## src/rtl/aldk_pkg.sv

```systemverilog
// ----------------------------------------------------------------------------
// aldk_pkg: shared types and constants of the ladder key decoder
// Key and event codes, register indexes, ladder voltage table and reset
// values of the configuration registers.
// ----------------------------------------------------------------------------
package aldk_pkg;

   // converter scaling: mv = code * MV_FULL_SCALE / 2**ADC_BITS
   localparam int ADC_BITS      = 10;
   localparam int MV_BITS       = 11;
   localparam int TOL_BITS      = 10;
   localparam int MS_BITS       = 16;
   localparam int STAMP_BITS    = 32;
   localparam int MV_FULL_SCALE = 1800;
   localparam int TIME_WIDTH_DEFAULT = 32;

   typedef logic [2:0] key_type;
   typedef logic [1:0] event_type;

   localparam key_type KEY_UP     = 3'd0;
   localparam key_type KEY_DOWN   = 3'd1;
   localparam key_type KEY_LEFT   = 3'd2;
   localparam key_type KEY_RIGHT  = 3'd3;
   localparam key_type KEY_CENTER = 3'd4;
   localparam key_type KEY_REC    = 3'd5;
   localparam key_type KEY_NONE   = 3'd7;

   localparam event_type EV_PRESS   = 2'd0;
   localparam event_type EV_REPEAT  = 2'd1;
   localparam event_type EV_RELEASE = 2'd2;

   typedef logic [2:0] csr_index_type;
   localparam csr_index_type CSR_ENABLE    = 3'd0;
   localparam csr_index_type CSR_IDLE_THR  = 3'd1;
   localparam csr_index_type CSR_TOLERANCE = 3'd2;
   localparam csr_index_type CSR_INIT_DLY  = 3'd3;
   localparam csr_index_type CSR_REP_PER   = 3'd4;

   localparam logic [MV_BITS-1:0]  IDLE_THR_RESET  = 11'd135;
   localparam logic [TOL_BITS-1:0] TOLERANCE_RESET = 10'd80;
   localparam logic [MS_BITS-1:0]  INIT_DLY_RESET  = 16'd500;
   localparam logic [MS_BITS-1:0]  REP_PER_RESET   = 16'd100;

   // ladder taps, searched in this order; first hit wins
   localparam int LADDER_TAPS = 7;
   localparam logic [MV_BITS-1:0] LADDER_MV [LADDER_TAPS] = '{
      11'd800, 11'd1000, 11'd1200, 11'd1400, 11'd1600, 11'd390, 11'd1780
   };
   localparam key_type LADDER_KEY [LADDER_TAPS] = '{
      KEY_UP, KEY_LEFT, KEY_RIGHT, KEY_CENTER, KEY_DOWN, KEY_REC, KEY_LEFT
   };

   typedef struct packed {
      logic [MV_BITS-1:0]  idle_threshold_mv;
      logic [TOL_BITS-1:0] match_tolerance_mv;
   } match_cfg_type;

endpackage

```

## src/rtl/aldk_classify.sv

```systemverilog
// ----------------------------------------------------------------------------
// aldk_classify: converter code to key
// Scales the code to millivolts, applies the idle threshold and matches
// against the ladder taps in parallel, first hit wins.
// ----------------------------------------------------------------------------
module aldk_classify (
   input  logic [aldk_pkg::ADC_BITS-1:0] adc_code,
   input  logic                          sample_ok,
   input  aldk_pkg::match_cfg_type       match_cfg,
   output aldk_pkg::key_type             key
);
   import aldk_pkg::*;

   localparam int PROD_BITS = ADC_BITS + MV_BITS;

   logic [PROD_BITS-1:0]   product;
   logic [MV_BITS-1:0]     mv;
   logic [LADDER_TAPS-1:0] hit;

   assign product = PROD_BITS'(adc_code) * PROD_BITS'(MV_FULL_SCALE);
   assign mv      = product[PROD_BITS-1:ADC_BITS];

   for (genvar i = 0; i < LADDER_TAPS; i++) begin : g_tap
      logic signed [MV_BITS:0] diff;
      logic        [MV_BITS-1:0] delta;
      assign diff = $signed({1'b0, mv}) - $signed({1'b0, LADDER_MV[i]});
      assign delta = diff[MV_BITS] ? MV_BITS'(-diff) : diff[MV_BITS-1:0];
      assign hit[i] = delta <= MV_BITS'(match_cfg.match_tolerance_mv);
   end

   always_comb begin
      key = KEY_NONE;
      // walk from the last tap so the earliest hit is left standing
      for (int i = LADDER_TAPS - 1; i >= 0; i--) begin
         if (hit[i]) begin
            key = LADDER_KEY[i];
         end
      end
      if (!sample_ok || (mv < match_cfg.idle_threshold_mv)) begin
         key = KEY_NONE;
      end
   end

endmodule

```

## src/rtl/adc_ladder_key_decoder_unit.sv

```systemverilog
// ----------------------------------------------------------------------------
// adc_ladder_key_decoder_unit: resistor ladder keypad decoder
// Debounces ladder samples over two polls and emits press, repeat and
// release events.
//
//   channel  dir  handshake              payload
//   req_     in   req_tvalid/req_tready  tdata: adc_code, time_ms; tuser: sample_ok
//   rsp_     out  rsp_tvalid/rsp_tready  tdata: key_code; tuser: event_kind
//   csr_     in   csr_valid/csr_ready    csr_index, csr_data
//
// One poll word per cycle sustained while the result side is not stalled;
// a poll passes the input register, then classify and state update into the
// result register. Decoder state changes together with the result register,
// so back-to-back polls see each other's effect. Reset clears control state
// and loads register defaults. A stalled result holds the pipe; csr_ready is
// always high.
// ----------------------------------------------------------------------------
module adc_ladder_key_decoder_unit #(
   parameter int TIME_WIDTH = aldk_pkg::TIME_WIDTH_DEFAULT
) (
   input  logic                          clock,
   input  logic                          reset,
   input  logic                          req_tvalid,
   output logic                          req_tready,
   input  logic [47:0]                   req_tdata,   // adc_code[9:0], time_ms[41:10]
   input  logic                          req_tuser,   // sample_ok
   output logic                          rsp_tvalid,
   input  logic                          rsp_tready,
   output logic [7:0]                    rsp_tdata,   // key_code[2:0]
   output aldk_pkg::event_type           rsp_tuser,   // event_kind[1:0]
   input  logic                          csr_valid,
   output logic                          csr_ready,
   input  aldk_pkg::csr_index_type       csr_index,
   input  logic [aldk_pkg::MS_BITS-1:0]  csr_data
);
   import aldk_pkg::*;

   // configuration
   logic                 enable_ff;
   logic [MV_BITS-1:0]   idle_thr_ff;
   logic [TOL_BITS-1:0]  tolerance_ff;
   logic [MS_BITS-1:0]   init_dly_ff;
   logic [MS_BITS-1:0]   rep_per_ff;

   // input register
   logic                  in_vld_ff;
   logic [ADC_BITS-1:0]   code_ff;
   logic                  ok_ff;
   logic [STAMP_BITS-1:0] stamp_ff;

   // decoder state
   key_type               prev_key_ff, prev_key_in;
   key_type               acc_key_ff, acc_key_in;
   logic [TIME_WIDTH-1:0] deadline_ff, deadline_in;

   // result register
   logic      out_vld_ff;
   event_type out_kind_ff, out_kind_in;
   key_type   out_key_ff, out_key_in;

   logic                  advance;
   logic                  fire;
   logic                  emit;
   key_type               seen;
   match_cfg_type         match_cfg;
   logic [TIME_WIDTH-1:0] now;
   logic [TIME_WIDTH-1:0] elapsed;
   logic                  reached;

   assign csr_ready  = 1'b1;
   assign advance    = !out_vld_ff || rsp_tready;
   assign req_tready = !in_vld_ff || advance;
   assign fire       = in_vld_ff && advance;

   assign match_cfg.idle_threshold_mv  = idle_thr_ff;
   assign match_cfg.match_tolerance_mv = tolerance_ff;

   aldk_classify u_classify (
      .adc_code  (code_ff),
      .sample_ok (ok_ff),
      .match_cfg (match_cfg),
      .key       (seen)
   );

   assign now     = TIME_WIDTH'(stamp_ff);
   assign elapsed = now - deadline_ff;
   assign reached = !elapsed[TIME_WIDTH-1];

   always_comb begin
      prev_key_in = prev_key_ff;
      acc_key_in  = acc_key_ff;
      deadline_in = deadline_ff;
      emit        = 1'b0;
      out_kind_in = EV_PRESS;
      out_key_in  = seen;
      if (fire && enable_ff) begin
         if (seen != prev_key_ff) begin
            prev_key_in = seen;
         end else if (seen == acc_key_ff) begin
            if (seen != KEY_NONE && reached) begin
               deadline_in = now + TIME_WIDTH'(rep_per_ff);
               emit        = 1'b1;
               out_kind_in = EV_REPEAT;
            end
         end else begin
            acc_key_in = seen;
            emit       = 1'b1;
            if (seen == KEY_NONE) begin
               out_kind_in = EV_RELEASE;
               out_key_in  = KEY_UP;
            end else begin
               deadline_in = now + TIME_WIDTH'(init_dly_ff);
            end
         end
      end
   end

   always_ff @(posedge clock) begin
      if (reset) begin
         enable_ff    <= 1'b0;
         idle_thr_ff  <= IDLE_THR_RESET;
         tolerance_ff <= TOLERANCE_RESET;
         init_dly_ff  <= INIT_DLY_RESET;
         rep_per_ff   <= REP_PER_RESET;
      end else if (csr_valid) begin
         unique case (csr_index)
            CSR_ENABLE:    enable_ff    <= csr_data[0];
            CSR_IDLE_THR:  idle_thr_ff  <= csr_data[MV_BITS-1:0];
            CSR_TOLERANCE: tolerance_ff <= csr_data[TOL_BITS-1:0];
            CSR_INIT_DLY:  init_dly_ff  <= csr_data;
            CSR_REP_PER:   rep_per_ff   <= csr_data;
            default: ;     // drop writes beyond the register list
         endcase
      end
   end

   always_ff @(posedge clock) begin
      if (reset) begin
         in_vld_ff   <= 1'b0;
         out_vld_ff  <= 1'b0;
         prev_key_ff <= KEY_NONE;
         acc_key_ff  <= KEY_NONE;
         deadline_ff <= '0;
      end else begin
         if (req_tready) begin
            in_vld_ff <= req_tvalid;
         end
         if (advance) begin
            out_vld_ff <= emit;
         end
         prev_key_ff <= prev_key_in;
         acc_key_ff  <= acc_key_in;
         deadline_ff <= deadline_in;
      end
   end

   always_ff @(posedge clock) begin
      if (req_tready) begin
         code_ff  <= req_tdata[ADC_BITS-1:0];
         stamp_ff <= req_tdata[ADC_BITS+STAMP_BITS-1:ADC_BITS];
         ok_ff    <= req_tuser;
      end
      if (advance) begin
         out_kind_ff <= out_kind_in;
         out_key_ff  <= out_key_in;
      end
   end

   assign rsp_tvalid = out_vld_ff;
   assign rsp_tdata  = {5'b0, out_key_ff};
   assign rsp_tuser  = out_kind_ff;

endmodule

```

## config.mk

```make
export PLATFORM = sky130hd
export DESIGN_NAME = adc_ladder_key_decoder_unit
export DESIGN_NICKNAME = d
export VERILOG_FILES = /design/src/rtl/aldk_pkg.sv /design/src/rtl/aldk_classify.sv /design/src/rtl/adc_ladder_key_decoder_unit.sv
export SDC_FILE = /design/constraint.sdc
export NUM_CORES = 1
export LEC_CHECK = 0
export BUFFER_PORTS_ARGS = -buffer_cell sky130_fd_sc_hd__buf_2
export CORE_AREA = 4 4 132 185
export DETAILED_ROUTE_END_ITERATION = 10
export DIE_AREA = 0 0 136 189
export MAX_ROUTING_LAYER = met4
export PLACE_DENSITY = 0.85
export SYNTH_ARGS = -nofsm -noshare
export SYNTH_HDL_FRONTEND = slang
export SYNTH_SLANG_ARGS = --single-unit
```

## constraint.sdc

```tcl
create_clock -name clock -period 12.25 [get_ports clock]
set_input_delay 2.45 -clock clock [delete_from_list [all_inputs] [get_ports clock]]
set_output_delay 2.45 -clock clock [all_outputs]
set_load 0.005 [all_outputs]
```

==> results of run 1 <==
what timing repair did:
item                                   CTS  global route
setup endpoints to repair                0            16
hold buffers                             0             0
resized for setup                        0             7
endpoints found under the hold margin    0             0
setup buffers                            0             1
critical path, delay by kind of cell (launching register included):
| kind | cells | cell delay, ns |
|---|---|---|
| xor+xnor | 1 | 0.18 |
| compound gates | 20 | 4.04 |
| flops | 1 | 0.40 |
| buf+inv | 6 | 0.99 |
| simple gates | 12 | 2.31 |
| fa+ha+maj | 7 | 2.86 |
| mux | 2 | 0.68 |
metrics by stage:
| step | setup slack (ns) | util [%] | instances |
|---|---|---|---|
| 2_1_floorplan | 0.5398 | - | 1513 |
| 3_3_place_gp | 0.7630 | 59.69 | 1885 |
| 3_5_place_dp | 0.6028 | 59.69 | 1885 |
| 4_1_cts | 0.3867 | 62.41 | 1917 |
| 5_1_grt | 0.01886 | 62.58 | 1918 |
| 6_report | 0.6492 | 62.58 | 1918 |
synthesized netlist by cell type, types with 4 or more instances:
| library cell | n |
|---|---|
| a21o_1 | 34 |
| nor3b_1 | 9 |
| ha_1 | 175 |
| nor3_2 | 5 |
| o22ai_1 | 6 |
| a21oi_1 | 99 |
| inv_1 | 80 |
| or2_2 | 11 |
| o31ai_1 | 8 |
| o21ai_0 | 56 |
| a211oi_1 | 10 |
| nand3b_1 | 5 |
| xnor2_1 | 95 |
| o21bai_1 | 6 |
| edfxtp_1 | 48 |
| or3_1 | 12 |
| nor4_1 | 5 |
| nand2b_1 | 9 |
| fa_1 | 13 |
| nor3_1 | 33 |
| nand4_1 | 24 |
| o21a_1 | 24 |
| nor2_1 | 96 |
| buf_4 | 11 |
| o21ai_1 | 4 |
| nor2b_1 | 26 |
| mux2_1 | 23 |
| o211ai_1 | 16 |
| buf_2 | 10 |
| nand2_1 | 218 |
| clkbuf_1 | 38 |
| and3_1 | 7 |
| dfxtp_1 | 94 |
| mux2i_1 | 19 |
| xor2_1 | 15 |
| buf_1 | 6 |
| a31oi_1 | 18 |
| mux2_2 | 13 |
| and2_1 | 4 |
| nand3_1 | 45 |
layer usage:
metal	part of all wire [%]	wire, um	up-vias	GRT usage [%]
li1	-	-	5545	-
met1	36	13020	5482	29.58
met2	52	18800	494	51.72
met3	5.8	2087	175	4.413
met4	6.4	2310	0	17.22
met5	0	0	-	-
area by class of cell:
type | instances | area share [%]
Clock inverter | 13 | 1.023
Sequential cell | 142 | 23.22
Timing Repair Buffer | 135 | 5.804
Clock buffer | 19 | 3.322
Multi-Input combinational cell | 1219 | 61.75
Tap cell | 306 | 2.675
Inverter | 84 | 2.212
final timing paths:
path / from / endpoint / slack (ns) / depth (start not counted)
worst max-delay path: code_ff[1]$_DFFE_PP_ / deadline_ff[20]$_SDFFE_PP0P_ / 0.65 / 48
worst min-delay path: rep_per_ff[15]$_SDFFE_PP0P_ / rep_per_ff[15]$_SDFFE_PP0P_ / 0.46 / 2
worst max register to register: code_ff[1]$_DFFE_PP_ / deadline_ff[20]$_SDFFE_PP0P_ / 0.65 / 48
worst min register to register: rep_per_ff[15]$_SDFFE_PP0P_ / rep_per_ff[15]$_SDFFE_PP0P_ / 0.46 / 2
cells by family (layout without fill, tap and decap cells):
logic type      count (synthesis)  count (layout)
simple gates                  522             522
fa+ha+maj                     189             189
buf+inv                       152             251
xor+xnor                      111             111
flops                         142             142
mux                            55              55
compound gates                336             336
other cells                     2               6
sequential cells by signal, indices dropped and copies added, names as in the netlist, 2 cells and up:
signal / flops
deadline_ff: 32
now: 32
init_dly_ff: 16
rep_per_ff: 16
idle_thr_ff: 11
code_ff: 10
tolerance_ff: 10
acc_key_ff: 3
out_key_ff: 3
prev_key_ff: 3
rsp_tuser: 2
==> results.tsv, run 1 <==
metric	value	unit
multiInputGateArea	0.008838	sq mm
slowest_stage	fa_1	
ys_ff_latch	142	
initial_core_util	55.79	%
slew_headroom	39.68	%
final.setup_skew	0.01067	ns
antennaDiodeCount	0	
dpl.hpwl	26280	um
seq_area	0.003323	sq mm
syn-cell-area	0.01276	sq mm
setup_violations	0	
maxCapViolations	0	
fill_cells	1842	
worst_hold_path_type	register to register	
netlist.top_cell.by_area	ha_1	
status	finished, final reports clean	
port_buffers	73	
die_y	189	um
synth_top_family_by_area	simple AND/OR/NAND/NOR gates	
synth.distinct_cells	93	
drive_gt1_share	14.33	%
cts_tree	built	
yosysTopAreaCellShare	17.16	%
worstPathArrival	11.91	ns
fin_tns_setup	0	ns
clockRootBuffer	clkbuf_16	
grt_max_degree	81	
slowest_delay	0.55	ns
vias_per_cell	6.098	
wl_per_cell	18.88	um
die_w	136	um
rsz0062_at_grt	false	
synthMuxAreaShare	4.667	%
placed_cell_area	0.01365	sq mm
clock-sinks	142	
grt_overflow_total	0	
crit_type	register to register	
seq_area_frac_synth	26.04	%
htree_levels	4	
synth_xor_xnor_area_share	7.765	%
cts_buffers	17	
finalHoldViolations	0	
place.gp.congestion	0.9905	
worst-path-max-fanout	20	
clockBufferDepth	2	
syn_area_per_cell	8.457	sq um
ant_nets	0	
yosys.area_share.adder	19.28	%
start_kind	register	
max_freq	0.08620	GHz
drtIter0Drc	796	
worst_slew_pin_slew	0.9015	ns
syn_to_final_growth	12.17	%
grt_use_total	28.98	%
netlist_instances	1509	
synthSimpleGateAreaFrac	19.34	%
fin_area	0.01431	sq mm
cp_data_required_time	12.56	ns
wl	36210	um
dieArea	0.02570	sq mm
grt_pass1_wl	58090	um
synth-edff-count	48	
clk_pin_slew	0.06	ns
grt_pass1_vias	11860	
final_cell_mix	nand2_1, ha_1, a21oi_1	
yosysWarnings	0	
vias	11700	
layout_commonest_cell	nand2_1	
core-area	0.02287	sq mm
cpMostUsedCell	a21oi_1	
drc_errors	0	
slew_viol_final	0	
period_needed	11.60	ns
endpoint_kind	register	
fin_nets	1860	
netlist_top_cells_area	ha_1, dfxtp_1, edfxtp_1	
synthFlopType	dfxtp_1	
clock_latency	0.43	ns
firstDrtPassIters	5	
row_count	66	
whs	0.4569	ns
boundaryPins	86	
ys_async_sr_fraction	0	%
fin_crit_sh	94.70	%
antenna_found_initial	0	
synth_compound_area_share	17.79	%
Power of run 1 is not shown: default switching activity piles up to over one toggle a cycle in this logic, so the estimate is an artifact.
==> inputs of run 2 (changes only) <==
Settings changed: CORE_AREA 4 4 132 185 to 4 4 124 173, DIE_AREA 0 0 136 189 to 0 0 128 177, PLACE_DENSITY 0.85 to 0.91, SLEW_MARGIN from default to 20.
Clock period 12.25 ns to 14.8 ns, I/O delays scaled along.
==> results.tsv, run 2 (synthesis gave the netlist of run 1 again) <==
metric	value	unit
dpl.hpwl	25490	um
setup_violations	0	
period_needed	14.16	ns
pre_cts_slack	1.325	ns
crit_type	register to register	
cts_setup_buffers	0	
worst_hold_path_type	register to register	
vias_per_cell	6.739	
firstDrtPassIters	6	
grt_max_degree	81	
drc_errors	0	
boundaryPins	86	
clockRootBuffer	clkbuf_16	
grt_pass1_wl	60740	um
die_w	128	um
fill_cells	1361	
port_buffers	73	
place.gp.congestion	1.072	
wl	38140	um
core-area	0.01984	sq mm
dieArea	0.02266	sq mm
whs	0.4552	ns
layout_commonest_cell	nand2_1	
clock_latency	0.44	ns
grt_overflow_total	0	
endpoint_kind	register	
final_cell_mix	nand2_1, ha_1, a21oi_1	
layout_setup_ws	0.6355	ns
clockBufferDepth	2	
worst_slew_pin_slew	0.9505	ns
fin_nets	1810	
htree_levels	4	
worstPathArrival	14.48	ns
cpMostUsedCell	o21a_1	
syn_to_final_growth	8.305	%
row_count	61	
ctsResizeCount	0	
cts_buffers	17	
grt_pass1_vias	12530	
status	finished, final reports clean	
drive_gt1_share	11.14	%
die_y	177	um
maxCapViolations	0	
grt_use_total	34.40	%
start_kind	register	
clock-sinks	142	
worst-path-max-fanout	19	
max_freq	0.07060	GHz
ant_nets	0	
hold_buffers	0	
slew_headroom	36.40	%
cts_tree	built	
slowest_delay	0.76	ns
cp_data_required_time	15.12	ns
wl_per_cell	20.99	um
final_util	69.65	%
vias	12250	
slew_viol_final	0	
slowest_stage	and2_1	
final.setup_skew	0.01061	ns
clk_pin_slew	0.06	ns
antenna_found_initial	3	
initial_core_util	64.31	%
drtIter0Drc	1239	
fin_crit_sh	95.71	%
finalHoldViolations	0	
-- run 2: cell count changes in the layout (fill, tap and decap cells not counted), moves of 2 or more --
cell and delta:
buf_4 -50, clkinv_2 -3, clkinvlp_4 +3, diode_2 +3
clkbuf_16 -2
-- run 2: area by class of cell --
type                    instances  area, sq um  area share [%]
clock buffers                  19        442.9           3.205
inverters                      84        315.3           2.281
diodes                          3        7.507         0.05432
clock inverters                13        152.6           1.104
flip-flops and latches        142         3323           24.04
repair buffers                 85        455.4           3.295
multi-input cells            1219         8808           63.73
well taps                     252        315.3           2.281
-- run 2: routing by layer --
layer  vias to the layer above  global-route usage, %  routed length (um)
li1                       5452                      -                   -
met1                      5676                  34.55               12860
met2                       809                  59.07               19020
met3                       308                  6.431                3127
met4                         0                  25.09                3138
met5                         -                      -                   0
-- run 2: final timing paths --
path,from,to,slack [ns],cells past startpoint
max reg2reg,code_ff[1]$_DFFE_PP_,deadline_ff[25]$_SDFFE_PP0P_,0.64,45
min reg2reg,tolerance_ff[8]$_SDFFE_PP0P_,tolerance_ff[8]$_SDFFE_PP0P_,0.46,2
min,tolerance_ff[8]$_SDFFE_PP0P_,tolerance_ff[8]$_SDFFE_PP0P_,0.46,2
max,code_ff[1]$_DFFE_PP_,deadline_ff[25]$_SDFFE_PP0P_,0.64,45
-- run 2: critical path, delay by kind of cell, from the launching register on --
family | cells | cell delay [ns]
compound gates | 20 | 6.16
simple gates | 10 | 2.71
fa+ha+maj | 7 | 2.62
mux | 3 | 1.18
buf+inv | 4 | 0.71
flops | 1 | 0.41
xor+xnor | 1 | 0.24
-- run 2: per-stage QoR --
step	TNS (ns)	cells	instance area, sq um
final	0	1817	13820
after CTS	0	1814	13810
after detailed placement	0	1782	13220
after floorplan	0	1513	12780
after global routing	-0.03195	1817	13820
after global placement	0	1782	13220
Power of run 2 is left out for the same reason.
==> inputs of run 3 (changes only) <==
Settings changed: CORE_AREA 4 4 124 173 to 2 2 122 171, DIE_AREA 0 0 128 177 to 0 0 124 173.
==> results.tsv, run 3 (synthesis gave the netlist of run 1 again) <==
metric	value	unit
status	finished, final reports clean	
grt_pass1_vias	12160	
slowest_delay	0.61	ns
endpoint_kind	register	
initial_core_util	64.31	%
vias	11990	
finalHoldViolations	0	
min_path_cells	2	
wl_per_cell	20.28	um
cts_setup_buffers	0	
grt_pass1_wl	58610	um
worst-path-max-fanout	15	
startpoint	code_ff[4]$_DFFE_PP_	
core-area	0.01984	sq mm
place.gp.congestion	1.048	
min_from	idle_thr_ff[5]$_SDFFE_PP0P_	
firstDrtPassIters	8	
boundaryPins	86	
r2r_slack	0.89	ns
start_kind	register	
drive_gt1_share	11.13	%
grt_overflow_total	0	
drc_errors	0	
hold_end	idle_thr_ff[5]$_SDFFE_PP0P_	
dieArea	0.02145	sq mm
clock_latency	0.43	ns
ant_nets	0	
slew_viol_final	0	
clock-sinks	142	
vias_per_cell	6.599	
slowest_stage	o41ai_1	
reg2reg_depth	46	
final_cell_mix	nand2_1, ha_1, a21oi_1	
grt_max_degree	81	
ctsResizeCount	0	
fin_crit_sh	93.99	%
clockRootBuffer	clkbuf_16	
wl	36840	um
drtIter0Drc	1191	
final.setup_skew	0.009766	ns
setup_violations	0	
die_w	124	um
maxCapViolations	0	
htree_levels	4	
cts_tree	built	
max_freq	0.07188	GHz
worst_slew_pin_slew	0.9414	ns
die_y	173	um
dpl.hpwl	25270	um
clk_pin_slew	0.06	ns
r2r-start	code_ff[4]$_DFFE_PP_	
r2r_end	deadline_ff[27]$_SDFFE_PP0P_	
slew_headroom	37.01	%
period_needed	13.91	ns
row_count	61	
clockBufferDepth	2	
cp_data_required_time	15.10	ns
crit_type	register to register	
worstPathArrival	14.21	ns
fin_tns_setup	0	ns
cts_buffers	17	
layout_commonest_cell	nand2_1	
hold_buffers	0	
syn_to_final_growth	8.383	%
grt_use_total	35.45	%
antenna_found_initial	2	
port_buffers	73	
whs	0.4571	ns
rsz0062_at_grt	false	
worst_hold_path_type	register to register	
fin_nets	1812	
==> run 3: cell types whose count changed in the layout (fill, tap and decap cells not counted) <==
cell / before / now
buf_4: 12 / 14
bufinv_16: 2 / 0
clkbuf_1: 1 / 2
clkbuf_16: 17 / 21
clkinv_2: 0 / 4
clkinv_4: 2 / 3
clkinvlp_4: 3 / 0
diode_2: 3 / 2
inv_6: 6 / 0
==> run 3: worst max-delay path by stage <==
| stage | end | slack [ns] |
|---|---|---|
| floorplan | deadline_ff[25]$_SDFFE_PP0P_ | 3.09 |
| detailed placement | deadline_ff[25]$_SDFFE_PP0P_ | 1.43 |
| CTS | deadline_ff[27]$_SDFFE_PP0P_ | 1.19 |
| global route | deadline_ff[27]$_SDFFE_PP0P_ | 0.22 |
| finish | deadline_ff[27]$_SDFFE_PP0P_ | 0.89 |
| global placement | deadline_ff[27]$_SDFFE_PP0P_ | 1.79 |
==> run 3: critical path: cells and delay by family (launching register included) <==
| kind | cells | cell delay (ns) |
|---|---|---|
| simple gates | 12 | 2.84 |
| mux | 3 | 1.22 |
| flops | 1 | 0.46 |
| buf+inv | 4 | 0.69 |
| compound gates | 18 | 5.31 |
| fa+ha+maj | 8 | 3.02 |
| xor+xnor | 1 | 0.22 |
==> run 3: final cells by class <==
cell class / count / area (sq um)
clock buffers: 24 / 546.8
flip-flops and latches: 142 / 3323
diodes: 2 / 5.005
fillers: 1388 / 6013
clock inverters: 7 / 46.29
repair buffers: 87 / 470.5
inverters: 84 / 315.3
well taps: 252 / 315.3
multi-input cells: 1219 / 8808
==> run 3: through the flow <==
stage	util [%]	setup slack, ns	instance area (sq um)	instances
after floorplan	-	3.090	12780	1513
after global placement	66.68	1.788	13230	1784
after detailed placement	66.68	1.426	13230	1784
after CTS	69.67	1.193	13830	1815
after global routing	69.70	0.2244	13830	1817
final	69.70	0.8889	13830	1817
==> run 3: layer usage <==
| metal | track usage, % | vias up | share of wire (%) |
|---|---|---|---|
| met3 | 6.431 | 251 | 7.2 |
| li1 | - | 5449 | - |
| met1 | 36.60 | 5616 | 34 |
| met2 | 58.65 | 675 | 50 |
| met5 | - | - | 0 |
| met4 | 26.64 | 0 | 8.4 |
Power of run 3 is left out for the same reason.
